[src/rtl/core/ssrl_pkg.sv]
// Package for the soft start ramp limiter: field widths, fixed-point constants,
// sequencer states, register indexes and the divider request and response types.
// No dependencies.
`default_nettype none

package ssrl_pkg;

  // Fixed-point format of the speed state and the clamp applied to targets.
  localparam int FRAC_BITS = 8;
  localparam int SPEED_MAX = 255;

  // Field widths.
  localparam int TGT_W  = 9;                     // integer target
  localparam int SPD_W  = TGT_W + FRAC_BITS;     // fixed-point speed
  localparam int DIFF_W = SPD_W + 1;             // target minus speed
  localparam int INC_W  = 16;                    // step increment register
  localparam int LIM_W  = 9;                     // speed limiter register
  localparam int CMD_W  = 9;                     // scaled command
  localparam int CFG_W  = 16;                    // configuration write data
  localparam int CFG_IDX_W = 2;

  // Shared multiplier: an 18 bit magnitude times a 16 bit operand.
  localparam int MUL_A_W = DIFF_W;
  localparam int MUL_B_W = INC_W;
  localparam int MUL_P_W = MUL_A_W + MUL_B_W;

  // The quotient never exceeds the increment, so it has INC_W bits.
  localparam int QUO_W = INC_W;

  // Command = speed * limiter / (256 * 2^FRAC_BITS): a right shift.
  localparam int CMD_SHIFT = 8 + FRAC_BITS;
  localparam int CMD_MAG_W = CMD_W - 1;

  // Reset values of the registers.
  localparam logic [INC_W-1:0] STEP_INC_RESET = 16'd10445;
  localparam logic [LIM_W-1:0] LIM_FULL       = 9'd256;

  typedef enum logic [CFG_IDX_W-1:0] {
    CFG_STEP_INC  = 2'd0,
    CFG_SOFT_EN   = 2'd1,
    CFG_SPEED_LIM = 2'd2
  } cfg_reg_t;

  typedef enum logic [3:0] {
    ST_IDLE,
    ST_EVAL,
    ST_MUL_L,
    ST_DIV_L,
    ST_MUL_R,
    ST_DIV_R,
    ST_UPDATE,
    ST_CMD_L,
    ST_CMD_R,
    ST_FINISH
  } state_t;

  typedef struct packed {
    logic               start;
    logic [MUL_P_W-1:0] dividend;
    logic [DIFF_W-1:0]  divisor;
  } div_req_t;

  typedef struct packed {
    logic             done;
    logic [QUO_W-1:0] quotient;
  } div_rsp_t;

endpackage

`default_nettype wire

[src/rtl/core/ssrl_div.sv]
// Iterative restoring divider for the soft start ramp limiter, one quotient
// bit per cycle. Depends on ssrl_pkg.
`default_nettype none

module ssrl_div (
  input  wire logic              clk,
  input  wire logic              rst,
  input  wire ssrl_pkg::div_req_t req,
  output ssrl_pkg::div_rsp_t     rsp
);

  localparam int CNT_W = $clog2(ssrl_pkg::QUO_W);

  // The dividend is below divisor * 2^QUO_W, so its upper part already sits
  // below the divisor and only QUO_W steps are needed.
  logic [ssrl_pkg::DIFF_W-1:0] rem;
  logic [ssrl_pkg::DIFF_W-1:0] divisor;
  logic [ssrl_pkg::QUO_W-1:0]  quo;
  logic [CNT_W-1:0]            cnt;
  logic                        busy;
  logic                        done;

  logic [ssrl_pkg::DIFF_W:0]   shifted;
  logic [ssrl_pkg::DIFF_W:0]   trial;

  assign shifted = {rem, quo[ssrl_pkg::QUO_W-1]};
  assign trial   = shifted - {1'b0, divisor};

  always_ff @(posedge clk) begin
    if (rst) begin
      busy <= 1'b0;
      done <= 1'b0;
      cnt  <= '0;
    end else if (req.start) begin
      busy <= 1'b1;
      done <= 1'b0;
      cnt  <= '0;
    end else if (busy) begin
      cnt <= cnt + 1'b1;
      if (cnt == CNT_W'(ssrl_pkg::QUO_W - 1)) begin
        busy <= 1'b0;
        done <= 1'b1;
      end
    end else begin
      done <= 1'b0;
    end
  end

  always_ff @(posedge clk) begin
    if (req.start) begin
      rem     <= req.dividend[ssrl_pkg::MUL_P_W-1 -: ssrl_pkg::DIFF_W];
      quo     <= req.dividend[ssrl_pkg::QUO_W-1:0];
      divisor <= req.divisor;
    end else if (busy) begin
      if (!trial[ssrl_pkg::DIFF_W]) begin
        rem <= trial[ssrl_pkg::DIFF_W-1:0];
        quo <= {quo[ssrl_pkg::QUO_W-2:0], 1'b1};
      end else begin
        rem <= shifted[ssrl_pkg::DIFF_W-1:0];
        quo <= {quo[ssrl_pkg::QUO_W-2:0], 1'b0};
      end
    end
  end

  assign rsp.done     = done;
  assign rsp.quotient = quo;

endmodule

`default_nettype wire

[src/rtl/core/soft_start_ramp_limiter.sv]
// Top level of the two-channel soft start ramp limiter: sequencer, shared
// multiplier, speed state and output register. Depends on ssrl_pkg, ssrl_div.
//
// Usage. One input word carries the left and right integer targets and the
// brake and autonomous flags; it is taken at a rising edge with in_valid high
// and in_stall low. Each input word gives exactly one output word carrying the
// ramped speeds (fixed point, 8 fraction bits), the scaled commands and the
// flags, offered on out_valid and taken when out_stall is low.
// The three configuration registers are written through cfg_write, cfg_index
// and cfg_data; writes are expected only while the block is idle.
// When the speeds ramp, a word passes through evaluation, the left product and
// quotient, the right product and quotient, the update and the two command
// products; when they jump straight to the targets, evaluation leads directly
// to the command products. The ramp path rests on the single restoring divider
// and on the one multiplier that serves both ramp products and both commands in turn.
// One word is worked on at a time: in_stall stays high from acceptance until
// the result has been moved to the output register. A result still waiting in
// that register does not hold back the next input word; only a second result
// finding the register full waits, in the final sequencer state, until the
// receiver lowers out_stall.
// Synchronous reset clears the speeds and flags to zero, restores the register
// defaults (increment 10445, soft start on, limiter at full scale) and empties
// the output register.
`default_nettype none

module soft_start_ramp_limiter (
  input  wire logic                                clk,
  input  wire logic                                rst,
  // configuration
  input  wire logic                                cfg_write,
  input  wire logic [ssrl_pkg::CFG_IDX_W-1:0]      cfg_index,
  input  wire logic [ssrl_pkg::CFG_W-1:0]          cfg_data,
  // input channel
  input  wire logic                                in_valid,
  output logic                                     in_stall,
  input  wire logic signed [ssrl_pkg::TGT_W-1:0]   target_left,
  input  wire logic signed [ssrl_pkg::TGT_W-1:0]   target_right,
  input  wire logic                                target_brake,
  input  wire logic                                target_autonomous,
  // output channel
  output logic                                     out_valid,
  input  wire logic                                out_stall,
  output logic signed [ssrl_pkg::SPD_W-1:0]        actual_left,
  output logic signed [ssrl_pkg::SPD_W-1:0]        actual_right,
  output logic signed [ssrl_pkg::CMD_W-1:0]        left_command,
  output logic signed [ssrl_pkg::CMD_W-1:0]        right_command,
  output logic                                     brake_out,
  output logic                                     autonomous_out
);

  // Targets beyond the speed range saturate; only the most negative code can.
  function automatic logic signed [ssrl_pkg::TGT_W-1:0] clamp_target(
    input logic signed [ssrl_pkg::TGT_W-1:0] t
  );
    logic signed [ssrl_pkg::TGT_W-1:0] lim;
    lim = ssrl_pkg::TGT_W'(ssrl_pkg::SPEED_MAX);
    if (t > lim) begin
      return lim;
    end else if (t < -lim) begin
      return -lim;
    end
    return t;
  endfunction

  // ---------------------------------------------------------------------
  // Configuration registers
  // ---------------------------------------------------------------------
  logic [ssrl_pkg::INC_W-1:0] step_inc;
  logic                       soft_en;
  logic [ssrl_pkg::LIM_W-1:0] speed_lim;

  always_ff @(posedge clk) begin
    if (rst) begin
      step_inc  <= ssrl_pkg::STEP_INC_RESET;
      soft_en   <= 1'b1;
      speed_lim <= ssrl_pkg::LIM_FULL;
    end else if (cfg_write) begin
      unique case (cfg_index)
        ssrl_pkg::CFG_STEP_INC: begin
          step_inc <= cfg_data[ssrl_pkg::INC_W-1:0];
        end
        ssrl_pkg::CFG_SOFT_EN: begin
          soft_en <= cfg_data[0];
        end
        ssrl_pkg::CFG_SPEED_LIM: begin
          // A limiter above full scale is held at full scale.
          if (cfg_data[ssrl_pkg::LIM_W-1:0] > ssrl_pkg::LIM_FULL) begin
            speed_lim <= ssrl_pkg::LIM_FULL;
          end else begin
            speed_lim <= cfg_data[ssrl_pkg::LIM_W-1:0];
          end
        end
        default: begin
        end
      endcase
    end
  end

  // ---------------------------------------------------------------------
  // Sequencer
  // ---------------------------------------------------------------------
  ssrl_pkg::state_t   state;
  ssrl_pkg::state_t   state_next;
  ssrl_pkg::div_req_t div_req;
  ssrl_pkg::div_rsp_t div_rsp;

  logic in_take;
  logic out_free;
  logic ramp;

  assign in_take  = in_valid && !in_stall;
  assign out_free = !out_valid || !out_stall;

  always_ff @(posedge clk) begin
    if (rst) begin
      state <= ssrl_pkg::ST_IDLE;
    end else begin
      state <= state_next;
    end
  end

  always_comb begin
    state_next = state;
    in_stall   = 1'b1;
    unique case (state)
      ssrl_pkg::ST_IDLE: begin
        in_stall = 1'b0;
        if (in_valid) begin
          state_next = ssrl_pkg::ST_EVAL;
        end
      end
      ssrl_pkg::ST_EVAL: begin
        state_next = ramp ? ssrl_pkg::ST_MUL_L : ssrl_pkg::ST_CMD_L;
      end
      ssrl_pkg::ST_MUL_L: begin
        state_next = ssrl_pkg::ST_DIV_L;
      end
      ssrl_pkg::ST_DIV_L: begin
        if (div_rsp.done) begin
          state_next = ssrl_pkg::ST_MUL_R;
        end
      end
      ssrl_pkg::ST_MUL_R: begin
        state_next = ssrl_pkg::ST_DIV_R;
      end
      ssrl_pkg::ST_DIV_R: begin
        if (div_rsp.done) begin
          state_next = ssrl_pkg::ST_UPDATE;
        end
      end
      ssrl_pkg::ST_UPDATE: begin
        state_next = ssrl_pkg::ST_CMD_L;
      end
      ssrl_pkg::ST_CMD_L: begin
        state_next = ssrl_pkg::ST_CMD_R;
      end
      ssrl_pkg::ST_CMD_R: begin
        state_next = ssrl_pkg::ST_FINISH;
      end
      ssrl_pkg::ST_FINISH: begin
        if (out_free) begin
          state_next = ssrl_pkg::ST_IDLE;
        end
      end
      default: begin
        state_next = ssrl_pkg::ST_IDLE;
      end
    endcase
  end

  // ---------------------------------------------------------------------
  // Speed state and ramp decision
  // ---------------------------------------------------------------------
  logic signed [ssrl_pkg::SPD_W-1:0] speed_left;
  logic signed [ssrl_pkg::SPD_W-1:0] speed_right;
  logic signed [ssrl_pkg::SPD_W-1:0] tgt_left;
  logic signed [ssrl_pkg::SPD_W-1:0] tgt_right;
  logic                              brake_state;
  logic                              auto_state;

  logic signed [ssrl_pkg::DIFF_W-1:0] diff_left;
  logic signed [ssrl_pkg::DIFF_W-1:0] diff_right;
  logic [ssrl_pkg::DIFF_W-1:0]        mag_left_c;
  logic [ssrl_pkg::DIFF_W-1:0]        mag_right_c;
  logic [ssrl_pkg::DIFF_W-1:0]        inc_ext;
  logic                               acc_left;
  logic                               acc_right;

  // Registered results of the evaluation step, and the two registered quotients.
  logic [ssrl_pkg::DIFF_W-1:0] mag_left;
  logic [ssrl_pkg::DIFF_W-1:0] mag_right;
  logic [ssrl_pkg::DIFF_W-1:0] mag_max;
  logic                        neg_left;
  logic                        neg_right;
  logic [ssrl_pkg::QUO_W-1:0]  quo_left;
  logic [ssrl_pkg::QUO_W-1:0]  quo_right;

  assign diff_left  = $signed({tgt_left[ssrl_pkg::SPD_W-1], tgt_left})
                    - $signed({speed_left[ssrl_pkg::SPD_W-1], speed_left});
  assign diff_right = $signed({tgt_right[ssrl_pkg::SPD_W-1], tgt_right})
                    - $signed({speed_right[ssrl_pkg::SPD_W-1], speed_right});

  assign mag_left_c  = diff_left[ssrl_pkg::DIFF_W-1]
                     ? ssrl_pkg::DIFF_W'(-diff_left) : ssrl_pkg::DIFF_W'(diff_left);
  assign mag_right_c = diff_right[ssrl_pkg::DIFF_W-1]
                     ? ssrl_pkg::DIFF_W'(-diff_right) : ssrl_pkg::DIFF_W'(diff_right);

  assign inc_ext = {{(ssrl_pkg::DIFF_W - ssrl_pkg::INC_W){1'b0}}, step_inc};

  // A side accelerates when the difference is non-zero and points the same
  // way as a non-zero target.
  assign acc_left  = (diff_left != '0) && (tgt_left != '0)
                   && (diff_left[ssrl_pkg::DIFF_W-1] == tgt_left[ssrl_pkg::SPD_W-1]);
  assign acc_right = (diff_right != '0) && (tgt_right != '0)
                   && (diff_right[ssrl_pkg::DIFF_W-1] == tgt_right[ssrl_pkg::SPD_W-1]);

  assign ramp = soft_en && (acc_left || acc_right)
              && ((mag_left_c > inc_ext) || (mag_right_c > inc_ext));

  // ---------------------------------------------------------------------
  // Shared multiplier: ramp products first, then the two commands.
  // ---------------------------------------------------------------------
  logic [ssrl_pkg::MUL_A_W-1:0] mul_a;
  logic [ssrl_pkg::MUL_B_W-1:0] mul_b;
  logic [ssrl_pkg::MUL_P_W-1:0] mul_p;
  logic [ssrl_pkg::SPD_W-1:0]   speed_mag_left;
  logic [ssrl_pkg::SPD_W-1:0]   speed_mag_right;
  logic [ssrl_pkg::MUL_B_W-1:0] lim_ext;

  assign speed_mag_left  = speed_left[ssrl_pkg::SPD_W-1]
                         ? ssrl_pkg::SPD_W'(-speed_left) : ssrl_pkg::SPD_W'(speed_left);
  assign speed_mag_right = speed_right[ssrl_pkg::SPD_W-1]
                         ? ssrl_pkg::SPD_W'(-speed_right) : ssrl_pkg::SPD_W'(speed_right);
  assign lim_ext = {{(ssrl_pkg::MUL_B_W - ssrl_pkg::LIM_W){1'b0}}, speed_lim};

  always_comb begin
    mul_a = mag_left;
    mul_b = step_inc;
    unique case (state)
      ssrl_pkg::ST_MUL_R: begin
        mul_a = mag_right;
      end
      ssrl_pkg::ST_CMD_L: begin
        mul_a = {1'b0, speed_mag_left};
        mul_b = lim_ext;
      end
      ssrl_pkg::ST_CMD_R: begin
        mul_a = {1'b0, speed_mag_right};
        mul_b = lim_ext;
      end
      default: begin
      end
    endcase
  end

  assign mul_p = ssrl_pkg::MUL_P_W'(mul_a) * ssrl_pkg::MUL_P_W'(mul_b);

  // The product goes straight into the divider's registers.
  assign div_req.start    = (state == ssrl_pkg::ST_MUL_L) || (state == ssrl_pkg::ST_MUL_R);
  assign div_req.dividend = mul_p;
  assign div_req.divisor  = mag_max;

  ssrl_div u_div (
    .clk (clk),
    .rst (rst),
    .req (div_req),
    .rsp (div_rsp)
  );

  // Signed step from a quotient; truncation toward zero follows from
  // dividing the magnitudes.
  logic signed [ssrl_pkg::SPD_W-1:0] delta_left;
  logic signed [ssrl_pkg::SPD_W-1:0] delta_right;
  logic [ssrl_pkg::CMD_MAG_W-1:0]    cmd_mag;
  logic signed [ssrl_pkg::CMD_W-1:0] cmd_pos;

  assign delta_left  = neg_left  ? -$signed({1'b0, quo_left})  : $signed({1'b0, quo_left});
  assign delta_right = neg_right ? -$signed({1'b0, quo_right}) : $signed({1'b0, quo_right});

  assign cmd_mag = mul_p[ssrl_pkg::CMD_SHIFT +: ssrl_pkg::CMD_MAG_W];
  assign cmd_pos = $signed({1'b0, cmd_mag});

  logic signed [ssrl_pkg::CMD_W-1:0] cmd_left;
  logic signed [ssrl_pkg::CMD_W-1:0] cmd_right;
  logic signed [ssrl_pkg::TGT_W-1:0] clamp_left;
  logic signed [ssrl_pkg::TGT_W-1:0] clamp_right;

  assign clamp_left  = clamp_target(target_left);
  assign clamp_right = clamp_target(target_right);

  // State registers.
  always_ff @(posedge clk) begin
    if (rst) begin
      speed_left  <= '0;
      speed_right <= '0;
      brake_state <= 1'b0;
      auto_state  <= 1'b0;
    end else begin
      if (in_take) begin
        brake_state <= target_brake;
        auto_state  <= target_autonomous;
      end
      if (state == ssrl_pkg::ST_EVAL && !ramp) begin
        speed_left  <= tgt_left;
        speed_right <= tgt_right;
      end else if (state == ssrl_pkg::ST_UPDATE) begin
        speed_left  <= speed_left + delta_left;
        speed_right <= speed_right + delta_right;
      end
    end
  end

  // Working registers of the sequencer.
  always_ff @(posedge clk) begin
    if (in_take) begin
      tgt_left  <= $signed({clamp_left, {ssrl_pkg::FRAC_BITS{1'b0}}});
      tgt_right <= $signed({clamp_right, {ssrl_pkg::FRAC_BITS{1'b0}}});
    end
    if (state == ssrl_pkg::ST_EVAL) begin
      mag_left  <= mag_left_c;
      mag_right <= mag_right_c;
      mag_max   <= (mag_left_c > mag_right_c) ? mag_left_c : mag_right_c;
      neg_left  <= diff_left[ssrl_pkg::DIFF_W-1];
      neg_right <= diff_right[ssrl_pkg::DIFF_W-1];
    end
    if (state == ssrl_pkg::ST_DIV_L && div_rsp.done) begin
      quo_left <= div_rsp.quotient;
    end
    if (state == ssrl_pkg::ST_DIV_R && div_rsp.done) begin
      quo_right <= div_rsp.quotient;
    end
    if (state == ssrl_pkg::ST_CMD_L) begin
      cmd_left <= speed_left[ssrl_pkg::SPD_W-1] ? -cmd_pos : cmd_pos;
    end
    if (state == ssrl_pkg::ST_CMD_R) begin
      cmd_right <= speed_right[ssrl_pkg::SPD_W-1] ? -cmd_pos : cmd_pos;
    end
  end

  // ---------------------------------------------------------------------
  // Output register
  // ---------------------------------------------------------------------
  logic out_load;

  assign out_load = (state == ssrl_pkg::ST_FINISH) && out_free;

  always_ff @(posedge clk) begin
    if (rst) begin
      out_valid <= 1'b0;
    end else if (out_load) begin
      out_valid <= 1'b1;
    end else if (!out_stall) begin
      out_valid <= 1'b0;
    end
  end

  always_ff @(posedge clk) begin
    if (out_load) begin
      actual_left    <= speed_left;
      actual_right   <= speed_right;
      left_command   <= cmd_left;
      right_command  <= cmd_right;
      brake_out      <= brake_state;
      autonomous_out <= auto_state;
    end
  end

endmodule

`default_nettype wire

[config.mk]
export PLATFORM = sky130hd
export DESIGN_NAME = soft_start_ramp_limiter
export DESIGN_NICKNAME = d
export VERILOG_FILES = /design/src/rtl/core/ssrl_pkg.sv /design/src/rtl/core/ssrl_div.sv /design/src/rtl/core/soft_start_ramp_limiter.sv
export SDC_FILE = /design/constraint.sdc
export NUM_CORES = 2
export LEC_CHECK = 0
export BUFFER_PORTS_ARGS = -buffer_cell sky130_fd_sc_hd__buf_2
export CAP_MARGIN = 20
export CORE_AREA = 4 4 270 206
export CTS_BUF_LIST = sky130_fd_sc_hd__clkbuf_4 sky130_fd_sc_hd__clkbuf_8
export CTS_CLUSTER_SIZE = 8
export DETAILED_ROUTE_END_ITERATION = 10
export DIE_AREA = 0 0 274 210
export PLACE_DENSITY = 0.69
export REMOVE_ABC_BUFFERS = 1
export SKIP_CTS_REPAIR_TIMING = 1
export SKIP_LAST_GASP = 1
export SLEW_MARGIN = 0
export SYNTH_ARGS = -nofsm -noshare
export SYNTH_HDL_FRONTEND = slang
export SYNTH_SLANG_ARGS = --single-unit
[constraint.sdc]
create_clock -name clk -period 26.2 [get_ports clk]
set_input_delay 2.62 -clock clk [delete_from_list [all_inputs] [get_ports clk]]
set_output_delay 2.62 -clock clk [all_outputs]
set_load 0.005 [all_outputs]
; After elaboration in Yosys (flattened, before gate mapping)
; Index checks and enable logic that the tools add are counted.
[op_classes]
reduce_logical = 33
n_addsub = 13
mux = 44
n_eq_ne = 19
n_mul = 1
n_lt_le_gt_ge = 8
n_bitwise = 1
[op_table]
columns = operator, n
row1 = two-way mux 17 bit, 8
row2 = two-way mux 18 bit, 6
row3 = two-way mux 9 bit, 7
row4 = one-hot mux 18 bit (3 select lines), 1
row5 = two-way mux 16 bit, 3
row6 = one-hot mux 4 bit (10 select lines), 1
row7 = greater-than comparator 18 x 16 -> 1 bit, 2
row8 = negator 18 bit, 2
row9 = nonzero test 18 bit, 2
row10 = subtractor 17 x 17 -> 18 bit, 2
row11 = adder 17 bit, 2
row12 = multiplier 18 x 16 -> 34 bit, 1
row13 = negator 16 -> 17 bit, 2
row14 = negator 17 bit, 2
row15 = nonzero test 17 bit, 2
row16 = greater-than comparator 9 bit (second input constant), 3
row17 = subtractor 19 x 18 -> 19 bit, 1
row18 = greater-than comparator 18 bit, 1
row19 = < comparator 9 bit (second input constant), 2
row20 = equality test 4 x 3 -> 1 bit (second input constant), 4
row21 = two-way mux 4 bit, 4
row22 = two-way mux 8 bit, 2
row23 = equality test 4 bit (second input constant), 3
row24 = logical AND 1 bit, 11
row25 = other kinds (21), 45
[totals]
output_inout_bits = 56
inputBits = 43
register_bits = 303
word_cells = 153

; Logic depth before layout (Yosys ltp)
[logic_depth]
word_depth = 10
mapped_depth = 38
mapped_depth_nobuf = 35

; Hierarchy
; From an unflattened synthesis, not the netlist that was laid out.
[unflattened]
cells_unflattened = 3009
area_unflattened_um2 = 27930.5
[modules_own_cells]
columns = mod, n_inst, cells_each, area_each_um2, seq_area_each_um2
row1 = soft_start_ramp_limiter, 1, 2696, 24466.0, 6686.4
row2 = ssrl_div, 1, 313, 3464.6, 1681.6

; Worst setup path before layout
; No wires, ideal clock.
[synth_path]
path_kind = reg-to-reg
startpoint = reg speed_right[0] (netlist name)
endpoint = reg u_div.rem[17] (netlist name) (data pin)
arrival_ns = 8.424
stages_incl_launch_ff = 38
slack_ns = 17.506
setup_ns = 0.270
required_ns = 25.930
synth_period_minus_slack_ns = 8.694
path_buffers = 5
cell_sequence = dfxtp_1 > clkbuf_1 > inv_1 > ha_1 > buf_2 > or4b_1 > buf_2 > nor3_1 > nand3b_1 > o31ai_1 > xnor2_1 > o22ai_1 > mux2i_1 > a21oi_1 > clkbuf_1 > nand2_1 > fa_1 > inv_1 > (+2 left out) > inv_1 > fa_1 > inv_1 > fa_1 > inv_1 > fa_1 > inv_1 > ha_1 > clkbuf_1 > nand3_1 > nor2_1 > and3_1 > a221oi_1 > o31ai_1 > a211o_1 > a21oi_1 > xnor2_1 > mux2i_1
[synth_between]
elab_chain_cells = 5
[synth_rtl]
columns = element, line_no
row1 = start: declaration, soft_start_ramp_limiter.sv:175  ; logic signed [ssrl_pkg::SPD_W-1:0] speed_right;
row2 = start signal: assignment, soft_start_ramp_limiter.sv:305  ; speed_right <= tgt_right;
row3 = start signal: assignment, soft_start_ramp_limiter.sv:308  ; speed_right <= speed_right + delta_right;
row4 = negator 17 bit, soft_start_ramp_limiter.sv:233  ; ? ssrl_pkg::SPD_W'(-speed_right) : ssrl_pkg::SPD_W'(speed_right);
row5 = two-way mux 17 bit *, soft_start_ramp_limiter.sv:233
row6 = one-hot mux 18 bit (3 select lines) *, soft_start_ramp_limiter.sv:239  ; unique case (state)
row7 = multiplier 18 x 16 -> 34 bit *, soft_start_ramp_limiter.sv:256  ; assign mul_p = ssrl_pkg::MUL_P_W'(mul_a) * ssrl_pkg::MUL_P_W'(mul_b);
row8 = two-way mux 18 bit *, ssrl_div.sv:50  ; if (req.start) begin
row9 = end signal: assignment, ssrl_div.sv:51  ; rem <= req.dividend[ssrl_pkg::MUL_P_W-1 -: ssrl_pkg::DIFF_W];
row10 = end signal: assignment, ssrl_div.sv:56  ; rem <= trial[ssrl_pkg::DIFF_W-1:0];
row11 = end signal: assignment, ssrl_div.sv:59  ; rem <= shifted[ssrl_pkg::DIFF_W-1:0];
row12 = end: declaration, ssrl_div.sv:16  ; logic [ssrl_pkg::DIFF_W-1:0] rem;
; Every way passes the cells marked *; elsewhere a longest branch is shown, timed or not.
; A chain may end at the register's enable or synchronous reset.

; Worst setup path after layout
[layout_path]
startpoint = reg speed_left[0] (netlist name)
endpoint = reg u_div.rem[14] (netlist name) (data pin)
[layout_between]
elab_chain_cells = 5
[layout_rtl]
columns = element, line_no
row1 = start: declaration, soft_start_ramp_limiter.sv:174  ; logic signed [ssrl_pkg::SPD_W-1:0] speed_left;
row2 = start signal: assignment, soft_start_ramp_limiter.sv:304  ; speed_left <= tgt_left;
row3 = start signal: assignment, soft_start_ramp_limiter.sv:307  ; speed_left <= speed_left + delta_left;
row4 = negator 17 bit, soft_start_ramp_limiter.sv:231  ; ? ssrl_pkg::SPD_W'(-speed_left) : ssrl_pkg::SPD_W'(speed_left);
row5 = two-way mux 17 bit *, soft_start_ramp_limiter.sv:231
row6 = one-hot mux 18 bit (3 select lines) *, soft_start_ramp_limiter.sv:239
row7 = multiplier 18 x 16 -> 34 bit *, soft_start_ramp_limiter.sv:256
row8 = two-way mux 18 bit *, ssrl_div.sv:50
; Marked as above.

==> run summary <==
Worst rel slew slack = 19.2%
Largest net degree at the start of global routing = 60
WS Path Type = flip-flop to flip-flop
Complex-gate fraction of the synthesized area = 12.1%
Adder-cell area share of the yosys netlist = 26.4%
Final Max Slew Viols = 0
Final WL = 87.4 mm
Clk_skew = 0.0219 ns
CTS root buf = clkbuf_8
Hold crit path type = flip-flop to flip-flop
Sink Count = 303
I/O pins = 99
Clock Path Buffers = 3
PortBufs = 98
Post-Synth XOR/XNOR Area = 5.99%
Final Instance Area = 30300 um2
FILL cells = 4666
Die Wd = 274 um
H-tree level count = 2
Critical Path Fanout Max = 10
Clock Latency Late Sink = 0.60 ns
Critical Path RT = 26.53 ns
First-pass GRT wire length = 133 mm
Placed cell area = 29200 um2
Die Area = 57500 um2
Endpoint class of the critical path = flip-flop
Syn_area_per_cell = 9.23 um2
Count of cell types in the netlist = 82
Max Freq = 99.5 MHz
Tot GR Track Use = 30.0%
Most frequent cells in the layout = inv_1, nand2_1, nor2_1
Core area = 52700 um2
Critical path origin = speed_left[0]
Setup tns final = 0 ns
Seq/Total Area, Yosys = 30.0%
Beginning of the worst register-to-register path = speed_left[0]
Final nets = 3592
Min-delay src = mag_max[0]
Die Y = 210 um
Async set-or-reset flop fraction in the synthesized netlist = 0%
Final Cycle Share = 38.4%
Critical Path Max Stage Delay = 0.66 ns
Post-DP HPWL = 68.8 mm
Register cell area after layout = 8370 um2
DR WL/cell = 22.7 um
Cell Count, Final, Fillers Out = 3848
CTS Buf Count = 49
Tmin final = 10.05 ns
Synthesized flop and latch total = 303
Row count = 73
Share of cells above drive strength 1 = 9.51%
Most used DFF post-synth = edfxtp_1
Initial Util = 53.0%
Synthesized cell area = 27900 um2
Gpl congestion = 0.997
EDFF count, synth = 230
Max-cap viol count = 0
Initial DRC Count = 2751
Proportion of synthesized area in mux cells = 2.51%
Final setup vio count = 0
Yosys warns = 0
Number of global-route vias before repair = 22.0k
Simple-gate area share of the yosys netlist = 15.9%
# DRC = 0
Slew @ Worst Pin = 1.20 ns
Startpoint Class = flip-flop
Area occupied by multi-input gates = 17600 um2
Worst path arrival time = 10.39 ns
Via density = 5.93
RSZ-0062 raised after global routing = no
Crit path max-delay cell type = nor2b_1
Status = completed
Most common cell after layout, fill and taps aside = inv_1
Post-Syn Instances = 3025
Final Hold Viols = 0
CTS tree = yes
Area grow syn2layout = 8.54%
ANT nets after route = 0
Main combinational cell family by area after synthesis = adder cells
Clk slew on worst S/H paths = 0.08 ns
Vias = 22.8k
Gr ovfl total = 0
Placed cells = 3751
First-pass detailed-route iteration total = 8
Most used cell, CP = fa_1
Initial antenna violation count = 3
## worst paths after layout
| path | endpoint | slack, ns | cells past startpoint |
|---|---|---|---|
| worst min-delay path | u_div.divisor[0] | 0.41 | 0 |
| worst max register to register | u_div.rem[14] | 16.15 | 30 |
| worst min register to register | u_div.divisor[0] | 0.41 | 0 |
| worst max-delay path | u_div.rem[14] | 16.15 | 30 |
## stage by stage
| stage | hold slack, ns | setup slack, ns | util [%] |
|---|---|---|---|
| floorplan | 0.400 | 17.21 | - |
| global placement | 0.409 | 16.52 | 55.4 |
| detailed placement | 0.405 | 16.32 | 55.4 |
| CTS | 0.416 | 16.30 | 57.4 |
| global route | 0.418 | 15.69 | 57.5 |
| finish | 0.415 | 16.15 | 57.5 |
## cells in the mapped netlist (all sizes together), types with 44 or more instances
master	instances	area share, %
inv	392	5.3
fa	225	16
mux2i	51	1.8
edfxtp	230	25
a21oi	139	2.5
nand3	44	0.79
o21ai	123	2.2
dfxtp	73	5.2
ha	230	10
clkbuf	117	1.6
a21o	48	1.3
nor2	268	3.6
nand2	366	4.9
nor3	56	1.0
xor2	55	1.7
xnor2	136	4.3
## kinds of logic (layout without fill, tap and decap cells)
family / count (synthesis) / count (layout)
compound gates: 522 / 522
simple gates: 961 / 961
flops: 303 / 303
xor+xnor: 191 / 191
mux: 68 / 68
buf+inv: 525 / 635
fa+ha+maj: 455 / 455
other cells: 0 / 1
## flip-flops by register name (all words and copies together) (netlist names), 16 cells and up
name and flops:
u_div.rem 18, speed_right 17, actual_right 17, speed_left 17, mag_left 18, mag_right 18, quo_left 16, u_div.quo 16
mag_max 18, actual_left 17, u_div.divisor 18, quo_right 16, step_inc 16
## per-layer routing
metal	vias up	GRT usage (%)	share of wire (%)
met4	0	5.68	1.8
met1	11034	47.3	46
li1	10413	-	-
met3	103	9.41	13
met2	1255	40.5	39
met5	-	0	0
## area by class of cell
cell class / count / area share [%]
diodes: 1 / 0.00826
clock buffers: 81 / 3.16
flip-flops and latches: 303 / 27.6
clock inverters: 11 / 0.297
multi-input cells: 2197 / 58.1
well taps: 712 / 2.94
inverters: 394 / 4.89
repair buffers: 149 / 2.99
## critical path: cells and delay by family, from the launching register on
family | cells | cell delay [ns]
and+or+nand+nor | 8 | 2.45
xor gates and xnor gates | 1 | 0.21
AOI/OAI and AO/OA | 8 | 2.32
muxes | 1 | 0.10
buffers and inverters | 4 | 0.49
adders and majority gates | 8 | 3.74
DFF | 1 | 0.44
Power is left out: the tool's default activity adds up to more than one toggle a clock period on the data nets, which glitch-free logic cannot reach.
